--- config.mk ---
export PLATFORM = sky130hd
export DESIGN_NAME = vts_front
export DESIGN_NICKNAME = d
export VERILOG_FILES = /design/src/sv/volume_trilinear_sampler_unit_assert.svh /design/src/sv/vts_pkg.sv /design/src/sv/vts_front.sv
export SDC_FILE = /design/constraint.sdc
export NUM_CORES = 1
export LEC_CHECK = 0
export ABC_AREA = 1
export BUFFER_PORTS_ARGS = -buffer_cell sky130_fd_sc_hd__buf_2
export CAP_MARGIN = 20
export CORE_ASPECT_RATIO = 1.4
export CORE_MARGIN = 2
export CORE_UTILIZATION = 50
export DETAILED_ROUTE_END_ITERATION = 16
export MAX_ROUTING_LAYER = met4
export PLACE_DENSITY_LB_ADDON = 0.1
export SKIP_CTS_REPAIR_TIMING = 1
export SLEW_MARGIN = 10
export SYNTH_ARGS = -nofsm -noshare
export SYNTH_HDL_FRONTEND = slang
export SYNTH_SLANG_ARGS = --single-unit
export TNS_END_PERCENT = 1
--- constraint.sdc ---
create_clock -name clk -period 12.75 [get_ports clk]
set_input_delay 3.825 -clock clk [delete_from_list [all_inputs] [get_ports clk]]
set_output_delay 3.825 -clock clk [all_outputs]
set_load 0.005 [all_outputs]
--- src/sv/volume_trilinear_sampler_unit_assert.svh ---
// assertion macros for the volume sampler
// used by the top level only; needs nothing else
`ifndef VOLUME_TRILINEAR_SAMPLER_UNIT_ASSERT_SVH
`define VOLUME_TRILINEAR_SAMPLER_UNIT_ASSERT_SVH

// same-cycle implication, off during reset
`define VTS_ASSERT_IMPL(label, clk, rst_n, ante, cons, msg) \
  label: assert property (@(posedge clk) disable iff (!rst_n) (ante) |-> (cons)) \
    else $error(msg);

// next-cycle implication, off during reset
`define VTS_ASSERT_NEXT(label, clk, rst_n, ante, cons, msg) \
  label: assert property (@(posedge clk) disable iff (!rst_n) (ante) |=> (cons)) \
    else $error(msg);

`endif

--- src/sv/vts_pkg.sv ---
// shared types, constants and coordinate helpers for the volume sampler
// no dependencies; imported by every module of the block
package vts_pkg;

  localparam int MAX_SIDE    = 64;
  localparam int SAMPLE_BITS = 16;
  localparam int FRAC_BITS   = 8;
  localparam int COORD_BITS  = 20;
  localparam int OUT_BITS    = 24;

  localparam int IDX_W       = $clog2(MAX_SIDE);
  localparam int ADDR_W      = 3 * IDX_W;
  localparam int STORE_DEPTH = 1 << ADDR_W;
  localparam int EXT_W       = IDX_W + 1;
  localparam int BASE_W      = COORD_BITS - FRAC_BITS + 2;
  localparam int WGT_W       = FRAC_BITS + 1;
  localparam int WXY_W       = 2 * FRAC_BITS + 1;
  localparam int W_W         = 3 * FRAC_BITS + 1;
  localparam int ACC_W       = SAMPLE_BITS + W_W + 2;

  localparam int Q_DEPTH     = 2;
  localparam int Q_PTR_W     = $clog2(Q_DEPTH);
  localparam int Q_CNT_W     = $clog2(Q_DEPTH + 1);

  localparam int PADDR_W     = 5;
  localparam int PDATA_W     = 32;
  localparam int REG_IDX_W   = PADDR_W - 2;

  // register indexes
  localparam logic [REG_IDX_W-1:0] REG_LINEAR = 3'd0;
  localparam logic [REG_IDX_W-1:0] REG_ZB     = 3'd1;
  localparam logic [REG_IDX_W-1:0] REG_THREE  = 3'd2;
  localparam logic [REG_IDX_W-1:0] REG_EXT_X  = 3'd3;
  localparam logic [REG_IDX_W-1:0] REG_EXT_Y  = 3'd4;
  localparam logic [REG_IDX_W-1:0] REG_EXT_Z  = 3'd5;

  // item opcode
  localparam logic OP_SAMPLE = 1'b1;

  // final shift codes
  localparam logic [1:0] SH_NONE = 2'd0;
  localparam logic [1:0] SH_ONE  = 2'd1;
  localparam logic [1:0] SH_TWO  = 2'd2;

  // last neighbour index per mode
  localparam logic [2:0] NB_ONE   = 3'd0;
  localparam logic [2:0] NB_FOUR  = 3'd3;
  localparam logic [2:0] NB_EIGHT = 3'd7;

  localparam logic [WGT_W-1:0] UNIT_WGT = WGT_W'(1);
  localparam logic [WGT_W-1:0] ONE_WGT  = {1'b1, {FRAC_BITS{1'b0}}};

  typedef struct packed {
    logic             lin;
    logic             zb;
    logic             three;
    logic [EXT_W-1:0] ext_x;
    logic [EXT_W-1:0] ext_y;
    logic [EXT_W-1:0] ext_z;
  } cfg_t;

  typedef struct packed {
    logic [IDX_W-1:0] idx;
    logic             zero;
  } axis_pos_t;

  // one queued item, already classified
  typedef struct packed {
    logic                         is_sample;
    logic [ADDR_W-1:0]            addr;
    logic [SAMPLE_BITS-1:0]       data;
    axis_pos_t [1:0]              px;
    axis_pos_t [1:0]              py;
    axis_pos_t [1:0]              pz;
    logic [1:0][WGT_W-1:0]        wx;
    logic [1:0][WGT_W-1:0]        wy;
    logic [1:0][WGT_W-1:0]        wz;
    logic [2:0]                   last;
    logic [1:0]                   sh;
  } qent_t;

  typedef struct packed {
    logic busy;
    logic fin;
  } bk_stat_t;

  // extent of 0 acts as 1, above the side acts as the side
  function automatic logic [EXT_W-1:0] eff_extent(input logic [EXT_W-1:0] e);
    logic [EXT_W-1:0] r;
    if (e == '0) r = EXT_W'(1);
    else if (e > EXT_W'(MAX_SIDE)) r = EXT_W'(MAX_SIDE);
    else r = e;
    return r;
  endfunction

  function automatic logic signed [BASE_W-1:0] floor_coord(
    input logic signed [COORD_BITS-1:0] c);
    return BASE_W'(c >>> FRAC_BITS);
  endfunction

  // round half away from zero
  function automatic logic signed [BASE_W-1:0] round_coord(
    input logic signed [COORD_BITS-1:0] c);
    logic             neg;
    logic [COORD_BITS:0] m;
    logic [COORD_BITS:0] r;
    logic [BASE_W-1:0]   rb;
    neg = c[COORD_BITS-1];
    m = neg ? (~{c[COORD_BITS-1], c} + 1'b1) : {1'b0, c};
    r = (m + ((COORD_BITS + 1)'(1) << (FRAC_BITS - 1))) >> FRAC_BITS;
    rb = r[BASE_W-1:0];
    return neg ? BASE_W'(-$signed(rb)) : $signed(rb);
  endfunction

  // clamp to edge or flag as zero border
  function automatic axis_pos_t fix_pos(input logic signed [BASE_W-1:0] i,
                                        input logic [EXT_W-1:0] ext,
                                        input logic zb);
    axis_pos_t p;
    logic      lo;
    logic      hi;
    lo = (i < 0);
    hi = !lo && (i >= $signed({{(BASE_W - EXT_W){1'b0}}, ext}));
    p.zero = (lo || hi) && zb;
    if (lo) p.idx = '0;
    else if (hi) p.idx = IDX_W'(ext - EXT_W'(1));
    else p.idx = i[IDX_W-1:0];
    return p;
  endfunction

endpackage

--- src/sv/vts_front.sv ---
// front end: takes items, works out neighbour indices and weights, queues them
// depends on vts_pkg
module vts_front (
  input  logic                                   clk,
  input  logic                                   rst_n,
  input  vts_pkg::cfg_t                          cfg,
  input  logic                                   in_valid,
  output logic                                   in_ready,
  input  logic                                   in_op,
  input  logic [vts_pkg::ADDR_W-1:0]             in_cell_address,
  input  logic signed [vts_pkg::SAMPLE_BITS-1:0] in_cell_value,
  input  logic signed [vts_pkg::COORD_BITS-1:0]  in_coord_x,
  input  logic signed [vts_pkg::COORD_BITS-1:0]  in_coord_y,
  input  logic signed [vts_pkg::COORD_BITS-1:0]  in_coord_z,
  output logic                                   q_valid,
  input  logic                                   q_pop,
  output vts_pkg::qent_t                         q_head,
  output logic [vts_pkg::Q_CNT_W-1:0]            q_count
);
  import vts_pkg::*;

  logic signed [COORD_BITS-1:0] cz;
  logic signed [BASE_W-1:0]     bx;
  logic signed [BASE_W-1:0]     by;
  logic signed [BASE_W-1:0]     bz;
  qent_t                        ent;

  qent_t              q_r [Q_DEPTH];
  logic [Q_PTR_W-1:0] q_wp_r;
  logic [Q_PTR_W-1:0] q_rp_r;
  logic [Q_CNT_W-1:0] q_cnt_r;
  logic               push;
  logic               pop;

  // classify the incoming item
  always_comb begin
    cz = cfg.three ? in_coord_z : '0;
    bx = cfg.lin ? floor_coord(in_coord_x) : round_coord(in_coord_x);
    by = cfg.lin ? floor_coord(in_coord_y) : round_coord(in_coord_y);
    bz = cfg.lin ? floor_coord(cz) : round_coord(cz);

    ent.is_sample = (in_op == OP_SAMPLE);
    ent.addr      = in_cell_address;
    ent.data      = in_cell_value;
    ent.px[0]     = fix_pos(bx, cfg.ext_x, cfg.zb);
    ent.px[1]     = fix_pos(BASE_W'(bx + 1), cfg.ext_x, cfg.zb);
    ent.py[0]     = fix_pos(by, cfg.ext_y, cfg.zb);
    ent.py[1]     = fix_pos(BASE_W'(by + 1), cfg.ext_y, cfg.zb);
    ent.pz[0]     = fix_pos(bz, cfg.ext_z, cfg.zb);
    ent.pz[1]     = fix_pos(BASE_W'(bz + 1), cfg.ext_z, cfg.zb);

    // nearest: one cell scaled to fixed point
    ent.wx[0] = UNIT_WGT;
    ent.wx[1] = '0;
    ent.wy[0] = UNIT_WGT;
    ent.wy[1] = '0;
    ent.wz[0] = ONE_WGT;
    ent.wz[1] = '0;
    ent.last  = NB_ONE;
    ent.sh    = SH_NONE;
    if (cfg.lin) begin
      ent.wx[1] = WGT_W'(in_coord_x[FRAC_BITS-1:0]);
      ent.wx[0] = ONE_WGT - WGT_W'(in_coord_x[FRAC_BITS-1:0]);
      ent.wy[1] = WGT_W'(in_coord_y[FRAC_BITS-1:0]);
      ent.wy[0] = ONE_WGT - WGT_W'(in_coord_y[FRAC_BITS-1:0]);
      if (cfg.three) begin
        ent.wz[1] = WGT_W'(cz[FRAC_BITS-1:0]);
        ent.wz[0] = ONE_WGT - WGT_W'(cz[FRAC_BITS-1:0]);
        ent.last  = NB_EIGHT;
        ent.sh    = SH_TWO;
      end else begin
        ent.wz[0] = UNIT_WGT;
        ent.last  = NB_FOUR;
        ent.sh    = SH_ONE;
      end
    end
  end

  // queue handshake
  assign in_ready = (q_cnt_r != Q_CNT_W'(Q_DEPTH));
  assign push     = in_valid && in_ready;
  assign q_valid  = (q_cnt_r != '0);
  assign pop      = q_pop && q_valid;
  assign q_head   = q_r[q_rp_r];
  assign q_count  = q_cnt_r;

  // queue storage
  always_ff @(posedge clk) begin
    if (push) begin
      q_r[q_wp_r] <= ent;
    end
  end

  // queue pointers and fill
  always_ff @(posedge clk) begin
    if (!rst_n) begin
      q_wp_r  <= '0;
      q_rp_r  <= '0;
      q_cnt_r <= '0;
    end else begin
      if (push) begin
        q_wp_r <= (q_wp_r == Q_PTR_W'(Q_DEPTH - 1)) ? '0 : q_wp_r + 1'b1;
      end
      if (pop) begin
        q_rp_r <= (q_rp_r == Q_PTR_W'(Q_DEPTH - 1)) ? '0 : q_rp_r + 1'b1;
      end
      if (push && !pop) begin
        q_cnt_r <= q_cnt_r + 1'b1;
      end else if (pop && !push) begin
        q_cnt_r <= q_cnt_r - 1'b1;
      end
    end
  end

endmodule

## Word level (Yosys, flattened, before mapping)

Memory sizes are Yosys's and may differ from the RTL's. A register that Yosys moved wholly into a read port is not among the register bits.
Index checks and enable logic that the tools add are counted.

- $add $sub $neg: 22
- Multipliers: 0
- Divide/modulo/power cells: 0
- $lt $le $gt $ge: 12
- Equality and inequality tests: 1
- Shifts and indexed selects: 0
- Muxes and demuxes: 33
- Bitwise operators: 3
- Reduce and logical (&&, ||, !) cells: 32

Operators by type and width:

| kind | number |
|---|---|
| 14-bit 2-to-1 mux | 7 |
| 14-bit by 8-bit >= comparator with 1-bit output | 6 |
| 14-bit by 1-bit < comparator with 1-bit output, second input constant | 6 |
| 6-bit 2-to-1 mux | 12 |
| 21-bit by 1-bit adder with 21-bit output, second input constant | 3 |
| 21-bit by 8-bit adder with 21-bit output, second input constant | 3 |
| 21-bit 2-to-1 mux | 3 |
| 21-bit inverter | 3 |
| 58-bit 2-to-1 mux | 1 |
| 14-bit by 2-bit adder with 14-bit output, second input constant | 3 |
| 13-bit negation with 14-bit output | 3 |
| 9-bit by 8-bit subtractor with 9-bit output, first input constant | 3 |
| 20-bit 2-to-1 mux | 1 |
| 6-bit by 1-bit subtractor with 6-bit output, second input constant | 3 |
| 1-bit logical AND | 16 |
| 1-bit zero test | 8 |
| 8-bit 2-to-1 mux | 1 |
| 1-bit logical OR | 6 |
| 1-bit 2-to-1 mux | 6 |
| 2-bit 2-to-1 mux | 2 |
| 2-bit nonzero test | 2 |
| 1-bit adder, second input constant | 2 |
| 2-bit by 1-bit adder with 2-bit output, second input constant | 1 |
| 2-bit inequality test, second input constant | 1 |
| 2-bit by 1-bit subtractor with 2-bit output, second input constant | 1 |

- Flip-flop bits (word level): 4
- Bits in latches: 0
- RAM bits: 270
- Bits in read-only memories: 0
- Input bits: 123
- Output and inout port bits: 140
- Memories kept: 1

Memories:

| name | depth | bits a word | read ports | clocked after memory_dff | wr ports | line | RTL |
|---|---|---|---|---|---|---|---|
| q_r | 2 | 135 | 1 | 1 | 1 | vts_front.sv:28 | `qent_t q_r [Q_DEPTH];` |

## Longest topological paths before layout

Gate-level depths: netlist (run 1).

- Word-level depth: 14
- Mapped depth: 39
- Depth with buffers taken out: 38

## Worst setup path after synthesis (run 1)

No wires, ideal clock.

- Path kind: input-to-reg
- From: input in_valid
- To: memory q_r[1][0] (netlist name) (enable)
- Library setup time: 0.624 ns
- Arrival: 9.376 ns
- Required time: 12.126 ns
- Slack: 2.751 ns
- Cell stages on the path: 2
- Path buffers: 0
- Cell sequence: nand2_1 > nor2_1

- Cells in the longest elaborated chain, start to end: 3

Ends and longest elaborated chain:

| what | line | RTL |
|---|---|---|
| start, declared | vts_front.sv:7 | `input logic in_valid,` |
| 1-bit logical AND | vts_front.sv:81 | `assign push = in_valid && in_ready;` |
| 1-bit 2-to-1 mux | vts_front.sv:89 | `if (push) begin` |
| 1-bit 2-to-1 mux (not written as such) | vts_front.sv:90 | `q_r[q_wp_r] <= ent;` |
| end, declared | vts_front.sv:28 |  |

Every way passes these cells.

==> results of run 1 <==
[synthesized netlist by cell type, types with 23 or more instances]
cell type	n
sky130_fd_sc_hd__ha_1	58
sky130_fd_sc_hd__nand2_2	39
sky130_fd_sc_hd__nor2_2	25
sky130_fd_sc_hd__a21oi_1	34
sky130_fd_sc_hd__xor2_1	23
sky130_fd_sc_hd__nand3_1	173
sky130_fd_sc_hd__inv_1	220
sky130_fd_sc_hd__mux2_2	131
sky130_fd_sc_hd__nor2_1	146
sky130_fd_sc_hd__edfxtp_1	262
sky130_fd_sc_hd__o21a_1	23
sky130_fd_sc_hd__o21ai_0	48
sky130_fd_sc_hd__nand2_1	526
[state kept, by name, summed over array words and instances, names as in the netlist, named ones only]
register  flops
q_count       2
q_r         262
q_rp_r        1
q_wp_r        1
[how the worst max path moves through the flow]
stage	to	slack, ns	cells past startpoint
after floorplan	q_r[1][0]	2.75	2
after global placement	q_r[0][59]	4.03	29
after detailed placement	q_r[0][59]	3.79	29
after CTS	q_r[0][59]	4.36	29
after global routing	q_r[0][59]	3.82	29
final	q_r[0][59]	4.35	29
[where the power goes]
part	internal, mW	switching (mW)	leakage (nW)
registers	1.12	0.0449	2.52
clock network	0.452	0.334	0.424
logic	0.327	0.442	6.00
[layout make-up]
cell class,instances,share of cell area (%)
inverter,238,4.579
antenna,5,0.06395
clock buffer,30,3.511
multi-input combinational,1368,40.38
timing repair buffer,266,6.893
tap,445,2.846
clock inverter,19,0.9912
sequential,267,40.74
[through the flow]
| step | setup slack [ns] | hold WS (ns) | area [sq um] |
|---|---|---|---|
| floorplan | 2.751 | 0.4474 | 16980 |
| global route | 3.820 | 0.5224 | 19570 |
| finish | 4.347 | 0.4763 | 19570 |
| CTS | 4.355 | 0.4795 | 19550 |
| global placement | 4.035 | 0.4486 | 18670 |
| detailed placement | 3.793 | 0.4661 | 18670 |
[cell families (layout without fill, tap and decap cells)]
| group | count (synthesis) | count (layout) | share of synthesized area (%) |
|---|---|---|---|
| DFF | 267 | 267 | 46.93 |
| other | 1 | 8 | 0.02209 |
| buffers and inverters | 287 | 553 | 6.663 |
| adders and majority gates | 58 | 58 | 4.275 |
| AOI/OAI and AO/OA | 148 | 148 | 5.108 |
| xor gates and xnor gates | 30 | 30 | 1.548 |
| and+or+nand+nor | 998 | 998 | 26.76 |
| muxes | 131 | 131 | 8.690 |
[worst max-delay path, delay by kind of cell]
family	cells	cell delay [ns]
and+or+nand+nor	13	1.65
AOI/OAI and AO/OA	9	1.35
adders and majority gates	4	1.11
buffers and inverters	3	0.72
[per-layer routing]
| metal | routed length [microns] | vias to the layer above | global-route usage, % |
|---|---|---|---|
| li1 | - | 6917 | - |
| met1 | 17190 | 6449 | 28.70 |
| met2 | 20500 | 358 | 41.53 |
| met3 | 2161 | 68 | 3.311 |
| met4 | 1073 | 0 | 7.038 |
| met5 | 0 | - | - |
==> results.txt, run 1 <==
The flow ran to the end, and the final reports show no timing, DRC or antenna violations. In the layout the commonest cells are 526 x sky130_fd_sc_hd__nand2_1, 262 x sky130_fd_sc_hd__edfxtp_1, 259 x sky130_fd_sc_hd__buf_2, 219 x sky130_fd_sc_hd__inv_1, 173 x sky130_fd_sc_hd__nand3_1. The clock-pin slew reported for the worst setup and hold paths after clock tree synthesis is 0.06 ns.

Maximum clock frequency: 119.0 MHz. The max-slew violation count came out at 0. The shortest period the worst path allows works out to 8.403 ns. The layout has 3016 filler cells. The via count of the first global-routing pass is 13626, and the headroom to the max-slew limit is 29.82%. The wire length reported by the detailed router is 40930 microns. In the final routed layout, each cell accounts on average for 15.51 microns. The synthesized design contains 267 register bits.

The total CTS buffers was 27. The root buffer cell chosen for the clock tree is sky130_fd_sc_hd__clkbuf_16. IR analysis of the VDD net gives a maximum drop of 105.1 uV. The count of cells along the worst hold path is 2, and the total half-perimeter wirelength after legalization and detailed placement is 30690 microns. In this run, placement finished with an instance count of 2584. Measured along the y axis, the die boundary spans 222.0 microns. The number of hold-slack violations in the final timing report is 0.

Number of I/O pins: 263. The first global-routing pass estimated 67390 microns of wire. The register area share after synthesis was 46.93%; the die area was 35460 sq um. In this run the worst path has a maximum fanout of 23.

Number of max-cap violations: 0. Of the post-synthesis cell area, the dominant cell type holds 46.34%. The clock arrives with 0.01055 ns of skew. For the final routed database, the setup TNS stands at 0 ns. The first detailed-routing pass took 7 iterations. The total overflow left after global routing is 0. The pin count of the biggest net entering global routing was 78. The worst register-to-register path begins at q_count[0]. For this run, the number of Yosys warnings is 0.

Power spread over the standard cell area amounts to 139.1 nW/um^2. The cell count of the worst reg-to-reg path came out at 5. In this run, distinct cell masters in the synthesized netlist total 49. The synthesized area per cell was 8.842 sq um. For the routability congestion estimate, the log shows 0.8841. In the post-synthesis netlist, the biggest area contributors are sky130_fd_sc_hd__edfxtp_1 46%, sky130_fd_sc_hd__nand2_1 12%, sky130_fd_sc_hd__mux2_2 8.7%, sky130_fd_sc_hd__nand3_1 5.1%, sky130_fd_sc_hd__inv_1 4.9%. For this design the static power due to leakage is 8.944 nW.

For the pin with the worst max-slew slack, the measured transition is 1.053 ns. Setup repair after global routing left no endpoint under its margin. The starting density of the core came out at 50.96%. The all-layer global routing usage was 23.82%. STA classifies the critical path startpoint as a primary input. The master of the slowest instance on the critical path is sky130_fd_sc_hd__buf_2. In the routed design, unresolved DRC markers number 0. The fraction of registers with async set or reset after synthesis works out to 0%.

The number of enable-type register cells in the synthesized netlist is 262. The startpoint of the worst setup timing path was cfg[21]. The tools report the sum of internal, switching and leakage power as 2.722 mW.

Final core utilization: 58.74%. The run gives 16980 sq um as the synthesized area. The startpoint identified for the worst hold timing path is q_rp_r. For this run, the number of standard cells in the final layout without fillers is 2638.

Buffers placed on the I/O ports in this run total 259. The deepest level of the CTS H-tree was 1; the number of vias in the routed layout was 13792. The end of the worst register-to-register path was q_r[0][102]. The commonest register cell after synthesis was sky130_fd_sc_hd__edfxtp_1. The area of combinational cells with multiple inputs came out at 7900 sq um.

The logs give 1920 for the number of standard cells after synthesis and 267 for the count of clock tree sinks. The maximum cell stage delay along the critical path works out to 0.48 ns. The logs give 7971 sq um for the sequential standard cell area and 897 for the initial DRC count.

The net count reported at finish was 2349. Of all cell types, the one taking the most synthesized area is sky130_fd_sc_hd__edfxtp_1. The library cell used most frequently in the layout, excluding fill and tap cells, is sky130_fd_sc_hd__nand2_1. Setup slack on the worst reg-to-reg path comes out at 10.71 ns. Routed via count divided by cell count: 5.228.

The classification of the worst setup path was in2reg. STA puts the critical path data required time at 13.02 ns. TritonCTS built the clock tree.

The ratio of cells with drive above 1 in the final layout works out to 25.82%. The cell row count was 79; the final cycle utilization of the critical path was 65.91%. The number of antenna violations at the first check in global routing was 5.

Number of setup violations in the final report: 0. The logs give 3 for the deepest clock path buffer count and 0 for the number of nets with antenna violations after routing. The clock reaches the later pin of the worst-skew pair after 0.56 ns.

Core area: 33310 sq um. The type of element capturing the critical path is a flip-flop. The area growth from synthesis to layout is 15.26%. The chip width was 159.7 microns; the arrival time at the worst endpoint was 8.67 ns. The min-delay analysis places its worst path in the category reg2reg. In this design, the critical path's most frequently occurring cell is sky130_fd_sc_hd__nand2_1.
(Power assumes the default switching activity.)
==> run 2: changes to the inputs <==
--- a/config.mk
+++ b/config.mk
@@ -5,7 +5,7 @@
 export SDC_FILE = /design/constraint.sdc
 export NUM_CORES = 1
 export LEC_CHECK = 0
-export ABC_AREA = 1
+export ABC_AREA = 0
 export BUFFER_PORTS_ARGS = -buffer_cell sky130_fd_sc_hd__buf_2
 export CAP_MARGIN = 20
 export CORE_ASPECT_RATIO = 1.4
==> constraint.sdc (replaced) <==
create_clock -name clk -period 7.2 [get_ports clk]
set_input_delay 2.16 -clock clk [delete_from_list [all_inputs] [get_ports clk]]
set_output_delay 2.16 -clock clk [all_outputs]
set_load 0.005 [all_outputs]
==> run 2 against run 1 <==
  * Clock skew up 0.018 ns
  * Hold slack improved by 0.051 ns
  * Clock-buffer cell count decreased by 3
  * Via count increased by 0.54%
  * Register-to-register slack got worse by 6.0 ns
  * Non-clock buffer count rose by 119
  * Routed wire length grew 12%
  * Sequential share of layout area decreased by 2.1 points
  * Critical endpoint is now q_r[0][68]
==> results.txt, run 2 <==
The logs give 188.0 uV for the largest voltage drop on the vdd net and 1577 for the number of standard cells after synthesis. q_r holds more flip-flops than any other register. Sum of internal, switching and leakage power: 4.895 mW. The number of antenna violations at the first check in global routing is 1.

Global routing used 25.44% of the available tracks across all layers. The synthesized netlist occupies a cell area of 17290 sq um. STA classifies the critical path startpoint as a primary input. For this design, the sink count on the clock tree is 267. Once the floorplan was initialized, standard cells occupied 50.66% of the core. Initial DRC count: 985.

The logs give 46.08% for the register area share after synthesis and 0 for the max-slew violation count. The synthesized design contains 267 register bits. Type of element capturing the critical path: a flip-flop. Entering global routing, the biggest net connects 104 pins. The worst path in the final design needs a cycle of 6.795 ns, including I/O delays and setup. The required time at the worst-slack endpoint is 7.51 ns. The die covers 36110 sq um. The clock-pin slew reported for the worst setup and hold paths after clock tree synthesis was 0.06 ns; the global-route wire length before repair was 71510 microns. The via count of the first global-routing pass was 13643.

At the worst endpoint, the arrival time is 7.10 ns. By area the synthesized netlist is led by sky130_fd_sc_hd__edfxtp_1 45%, sky130_fd_sc_hd__mux2_2 9.2%, sky130_fd_sc_hd__ha_1 4.2%, sky130_fd_sc_hd__xnor2_1 3.9%, sky130_fd_sc_hd__xor2_1 2.3%. For this block, the via count after detailed routing is 13867.

Classification of the worst setup path: in2reg. For this run, the detailed router's first-pass iteration total came to 5. The routed via count divided by cell count was 5.836. The run gives 1 as the deepest level of the CTS H-tree. The synthesized area per cell works out to 10.96 sq um. In this run the deepest clock path goes through 3 buffers. Routability congestion estimate: 0.9569.

The number of port buffers works out to 259. TritonCTS built the clock tree. The run gives 0 as the number of hold-slack violations in the final timing report. The most common cell in the synthesized netlist is sky130_fd_sc_hd__edfxtp_1.

The number of antenna diodes in the final layout is 0. The tightest min-delay check is of the reg2reg type. By count the netlist is led by 262 x sky130_fd_sc_hd__edfxtp_1, 141 x sky130_fd_sc_hd__mux2_2, 102 x sky130_fd_sc_hd__nor2_1, 87 x sky130_fd_sc_hd__nand2_1, 77 x sky130_fd_sc_hd__xnor2_1. The total power divided by cell area was 237.5 nW/um^2. For this block, the routed nets add up to 45990 microns of wire. The transition time at the pin with the least slew margin was 1.020 ns. Setup repair after global routing left no endpoint under its margin. The logs give 147.2 MHz for the maximum clock frequency and 0 for the number of max-cap violations. After routing, the total negative slack on setup checks comes to 0 ns. The root buffer cell chosen for the clock tree is sky130_fd_sc_hd__clkbuf_16.

In the final routed layout, each cell accounts on average for 19.35 microns. The number of flip-flops under the largest register name works out to 262. For this run, the number of Yosys warnings is 0. The static leakage was 8.079 nW; the source-to-sink clock delay at the later pin of the worst-skew pair was 0.57 ns.

The library cells used most frequently in the layout, excluding fill and tap cells, are 262 x sky130_fd_sc_hd__edfxtp_1, 259 x sky130_fd_sc_hd__buf_2, 141 x sky130_fd_sc_hd__mux2_2, 125 x sky130_fd_sc_hd__buf_4, 101 x sky130_fd_sc_hd__nor2_1. After legalization and detailed placement, the total HPWL measured 34420 microns. For the total CTS buffers, the log shows 26.

The post-route netlist has 31.48% of its cells at a drive strength greater than 1. The logs give 0 for the global route total overflow and 34130 sq um for the core area. The die is 161.2 microns wide. The net count reported at finish is 2091, and the number of distinct library cells after synthesis is 98. For this run, the leading register cell type out of synthesis is sky130_fd_sc_hd__edfxtp_1. For this run, design rule violations remaining after detail routing come to 0. After floorplanning, the core was divided into 80 placement rows.

In this run the remaining antenna-violating nets after routing total 0. Cell type with the highest aggregate area in the netlist: sky130_fd_sc_hd__edfxtp_1. In this run the tightest slew margin relative to its limit is 32.01%. The top cell type by area accounts for 45.50% of the synthesized area.

Leaving out fill and tap cells, the most frequent cell in the layout is sky130_fd_sc_hd__edfxtp_1. Relative to the synthesized area, the layout overhead comes to 19.21%. The die is 224.0 microns tall.

Counting the fill cells in the layout gives 2909. During I/O placement, the number of pins put on the boundary was 263. After layout, the worst path uses 94.38% of the clock period. Setup violations remaining at the end of the flow were counted as 0.

The highest net fanout along the worst path was 8. The run finished with clean final reports. In this run, synthesis inferred 262 flip-flops with an integrated enable. The setup clock skew after layout was 0.02832 ns; the fraction of registers with async set or reset after synthesis was 0%.
-- run 2: changes by cell type after synthesis, moves of 26 or more --
cell	previous run	this run
sky130_fd_sc_hd__xnor2_1	7	77
sky130_fd_sc_hd__mux2i_1	0	26
sky130_fd_sc_hd__clkbuf_1	22	63
sky130_fd_sc_hd__nand2_2	39	0
sky130_fd_sc_hd__nand2_1	526	87
sky130_fd_sc_hd__nor2_1	146	102
sky130_fd_sc_hd__inv_1	220	64
sky130_fd_sc_hd__and2_1	3	31
sky130_fd_sc_hd__nand3_1	173	44
sky130_fd_sc_hd__nand2b_1	0	29
-- run 2: metrics by stage --
step	cell area [sq um]	worst slack [ns]	hold slack, ns	utilization (%)	instances
after floorplan	17310	-1.101	0.5011	-	1579
after global placement	19810	-0.1216	0.5145	58.03	2333
after detailed placement	19810	-0.2572	0.5274	58.03	2333
after CTS	20600	0.3493	0.5353	60.35	2376
after global routing	20610	0.01047	0.5805	60.39	2376
final	20610	0.4048	0.5269	60.39	2376
-- run 2: kinds of logic (layout without fill, tap and decap cells) --
kind of cell,after synthesis,count (layout),share of synthesized area (%)
and+or+nand+nor,503,503,15.86
AOI/OAI and AO/OA,303,303,12.95
DFF,267,267,46.08
muxes,171,171,10.95
buffers and inverters,148,494,3.357
xor gates and xnor gates,126,126,6.585
adders and majority gates,58,58,4.197
other,1,3,0.02169
-- run 2: report_power, final --
part           switching [mW]  internal [mW]
sequential              0.102           1.96
combinational           0.816          0.732
clock                   0.585          0.697
-- run 2: path summary, 6_finish.rpt --
| path | start | to | slack, ns | depth (start not counted) |
|---|---|---|---|---|
| worst max-delay path | cfg[21] | q_r[0][68] | 0.40 | 22 |
| worst min-delay path | q_count[1] | q_count[1] | 0.53 | 2 |
| worst max register to register | q_count[0] | q_r[0][103] | 4.74 | 4 |
| worst min register to register | q_count[1] | q_count[1] | 0.53 | 2 |
-- run 2: layer usage --
metal	vias up	wire, microns	global-route usage [%]
met5	-	0	-
met4	0	1637	8.813
met3	105	2255	2.296
met2	407	23530	45.29
met1	6715	18570	30.21
li1	6640	-	-
-- run 2: final cells by class --
cell class | instances | area, sq um | share of cell area [%]
Timing Repair Buffer | 385 | 2255 | 10.94
Clock inverter | 16 | 137.6 | 0.6677
Clock buffer | 27 | 654.4 | 3.175
Multi-Input combinational cell | 1164 | 8783 | 42.61
Tap cell | 451 | 564.3 | 2.737
Inverter | 66 | 247.7 | 1.202
Sequential cell | 267 | 7971 | 38.67
-- run 2: worst max-delay path: stages --
cell and delay, ns:
sky130_fd_sc_hd__buf_2 0.12, sky130_fd_sc_hd__nand2_1 0.06, sky130_fd_sc_hd__ha_1 0.20, sky130_fd_sc_hd__nor4b_2 0.17, sky130_fd_sc_hd__a21oi_1 0.22, sky130_fd_sc_hd__mux2i_1 0.27, sky130_fd_sc_hd__inv_1 0.09, sky130_fd_sc_hd__ha_1 0.24
sky130_fd_sc_hd__buf_4 0.18, sky130_fd_sc_hd__and3_1 0.18, sky130_fd_sc_hd__o2bb2ai_1 0.13, sky130_fd_sc_hd__buf_4 0.17, sky130_fd_sc_hd__nor2b_1 0.11, sky130_fd_sc_hd__a31oi_1 0.13, sky130_fd_sc_hd__o32ai_2 0.40, sky130_fd_sc_hd__o311ai_1 0.18
sky130_fd_sc_hd__or3_1 0.35, sky130_fd_sc_hd__a311oi_1 0.40, sky130_fd_sc_hd__nor4bb_1 0.31, sky130_fd_sc_hd__a22oi_1 0.20, sky130_fd_sc_hd__a221oi_4 0.45, sky130_fd_sc_hd__mux2_1 0.38
==> run 3: changes to the inputs <==
==> constraint.sdc (replaced) <==
create_clock -name clk -period 6.17 [get_ports clk]
set_input_delay 1.851 -clock clk [delete_from_list [all_inputs] [get_ports clk]]
set_output_delay 1.851 -clock clk [all_outputs]
set_load 0.005 [all_outputs]
==> run 3 against run 2 <==
  * The flow now finishes with violations (negative setup slack)
  * Die area did not move
  * Register-to-register slack worse by 0.91 ns
  * Sequential power rose by 17%
  * Core utilization rose by 7.2 points
  * Final area up 12%
  * Flip-flop and latch count did not move
  * Cell count rose by 11%
  * Total power rose by 21%
  * Critical path type unchanged
  * Non-clock buffer count is 259 higher
  * Clock-buffer cell count is 4 higher
  * Global-route usage increased by 1.2 points
  * Via count grew 6.0%
==> results.txt, run 3 (synthesized netlist as in run 2, its figures left out) <==
Entering global routing, the biggest net connects 87 pins. The combinational fraction of design power was 34.3%; the number of fill cells was 2714. Power spread over the standard cell area amounts to 257.5 nW/um^2. At the pin with the least slew margin, the transition time is 1.069 ns. In the final layout, the share of cells above drive strength 1 is 42.75%. Most heavily used metal layer in global routing: met2. The routed design could run at a clock period as short as 6.283 ns. For the worst setup path, the data required time is 6.47 ns. The setup slack after layout came out at -0.1127 ns.

The register with the most flip-flops in the layout has 262 of them. The signed area change from the synthesized netlist to the final layout is 33.50%, and the total CTS buffers is 27. For the cell row count, the log shows 80. The min-delay analysis places its worst path in the category reg2reg.

The tool flagged a number of max-cap violations equal to 0. Data arrives at the worst endpoint at 6.59 ns. Headroom to the max-slew limit came out at 28.73%. The run gives 0 as the number of nets with antenna violations after routing. The run finished, with violations left. The tools report the met2 capacity usage during global routing as 51.29%. The sum of internal, switching and leakage power came out at 5.945 mW. The total placed cells including tap cells came out at 2583.

The tools report the register share of total power as 40.6%. The most common cell after layout, fill and taps aside was sky130_fd_sc_hd__buf_4. The clock share of power is 25.1%, and the maximum clock frequency is 159.2 MHz. For this design the top-level I/O count stands at 263. The logs give 36110 sq um for the die area and 67.63% for the final core utilization.

The sequential cells in the finished layout cover a total of 7971 sq um. The die is 224.0 microns tall. The internal power was 4.139 mW. TritonCTS built the clock tree.

The logs give 15135 for the via count of the first global-routing pass and 27.84% for the met1 usage. Final total negative setup slack: -2.036 ns. STA classifies the critical path startpoint as a primary input. In the finished design, the share of the clock period the worst path needs comes to 101.8%. Clock latency on the worst-skew pair, taken at its later pin, is 0.56 ns.

The tools report the count of clock tree sinks as 267. Of all nets on the critical path, the largest fanout is 6. The post-route non-filler standard cell count is 2639, and the routability congestion estimate is 0.9211. Summed over all nets, the half-perimeter wirelength after detailed placement is 36560 microns.

Leaving out fill and tap cells, the most frequent cells in the layout are 378 x sky130_fd_sc_hd__buf_4, 262 x sky130_fd_sc_hd__edfxtp_1, 256 x sky130_fd_sc_hd__buf_2, 139 x sky130_fd_sc_hd__mux2_2, 99 x sky130_fd_sc_hd__nor2_1. The worst setup path is of the in2reg kind. The logs give 242.2 uV for the largest voltage drop on the vdd net and 2 for the number of antenna violations at the first check in global routing. The max-slew violation count is 0, and the wire length reported by the detailed router is 48170 microns. For the starting density of the core, the log shows 50.66%.

Net switching is 30.37% of the power. For the global route total overflow, the log shows 0. In this run the standard cell core region covers 34130 sq um. The register bank with the most flops was q_r. For this run, the total global-route usage over all layers was measured as 26.69%.

The first detailed-routing pass ran for 5 iterations. Setup repair after global routing could not meet its margin everywhere. The clock passes through at most 3 buffers.

The logs give 1.805 mW for the net switching power figure and 795 for the initial DRC count. The deepest level of the CTS H-tree is 1. For this run, the post-layout net count is 2351. STA classifies the critical path endpoint as a flip-flop. The setup clock skew after layout was 0.008493 ns. For the static leakage, the log shows 9.472 nW. The checks that failed: negative setup slack.

In the final routed layout, each cell accounts on average for 18.25 microns. After detailed routing, the number of remaining DRC violations is 0. The library cell used as clock root buffer was sky130_fd_sc_hd__clkbuf_16. The routed via count divided by cell count was 5.570; the number of hold-slack violations in the final timing report was 0. Across all layers, the routed design uses 14700 vias.

The die is 161.2 microns wide. In this run the tool buffered the top-level ports with 259 buffer cells. Setup violations remaining at the end of the flow were counted as 24. Clock-pin slew was measured on the worst setup and hold paths at 0.06 ns.

In the final layout, the multi-input gates occupy 9234 sq um. Global routing consumed, on the met3 layer, 2.259% of the routing resources. The first global-routing pass estimated 75250 microns of wire.
## run 3: power groups by stage
stage                     registers, mW  clock network [mW]  logic, mW
after CTS                          2.42                1.54       1.99
final                              2.41                1.49       2.04
after global placement             2.44                   0       1.95
after global routing               2.44                1.59       2.22
after detailed placement           2.46                   0       1.98
after floorplan                    2.39                   0       1.16
## run 3: path summary, 6_finish.rpt
path	startpoint	end	slack (ns)	cells past startpoint
min reg2reg	q_count[1]	q_count[1]	0.55	2
max reg2reg	q_count[0]	q_r[0][99]	3.83	5
min	q_count[1]	q_count[1]	0.55	2
max	in_coord_x[1]	q_r[1][99]	-0.11	17
## run 3: worst max-delay path, cell delays in order
cell                        delay (ns)
sky130_fd_sc_hd__buf_2            0.11
sky130_fd_sc_hd__inv_1            0.12
sky130_fd_sc_hd__ha_2             0.21
sky130_fd_sc_hd__or4b_4           0.51
sky130_fd_sc_hd__or3_4            0.43
sky130_fd_sc_hd__o311ai_2         0.33
sky130_fd_sc_hd__o31ai_1          0.14
sky130_fd_sc_hd__or3_1            0.39
sky130_fd_sc_hd__or4_4            0.44
sky130_fd_sc_hd__xor2_1           0.19
sky130_fd_sc_hd__or3_1            0.36
sky130_fd_sc_hd__a211oi_2         0.22
sky130_fd_sc_hd__and4_1           0.23
sky130_fd_sc_hd__nand3b_1         0.14
sky130_fd_sc_hd__a2111oi_4        0.38
sky130_fd_sc_hd__buf_4            0.21
sky130_fd_sc_hd__mux2_2           0.35
## run 3: metal layers
metal	share of wire, %	vias up
met3	3.4	123
met2	55	356
met1	37	7045
met4	4.4	0
li1	-	7176
met5	0	-
## run 3: area by class of cell
cell class | count | share of cell area [%]
Antenna cell | 3 | 0.03252
Clock buffer | 31 | 2.992
Clock inverter | 13 | 0.4065
Inverter | 66 | 1.073
Multi-Input combinational cell | 1164 | 40.00
Sequential cell | 267 | 34.53
Tap cell | 451 | 2.444
Timing Repair Buffer | 644 | 18.52
## run 3: through the flow
stage / hold WS [ns] / area [sq um] / setup slack [ns]
2_1_floorplan: 0.5011 / 17420 / -1.273
3_5_place_dp: 0.5424 / 21760 / -0.9025
3_3_place_gp: 0.5001 / 21760 / -0.8178
6_report: 0.5458 / 23080 / -0.1127
5_1_grt: 0.5908 / 23080 / -0.3145
4_1_cts: 0.5514 / 22550 / -0.3096
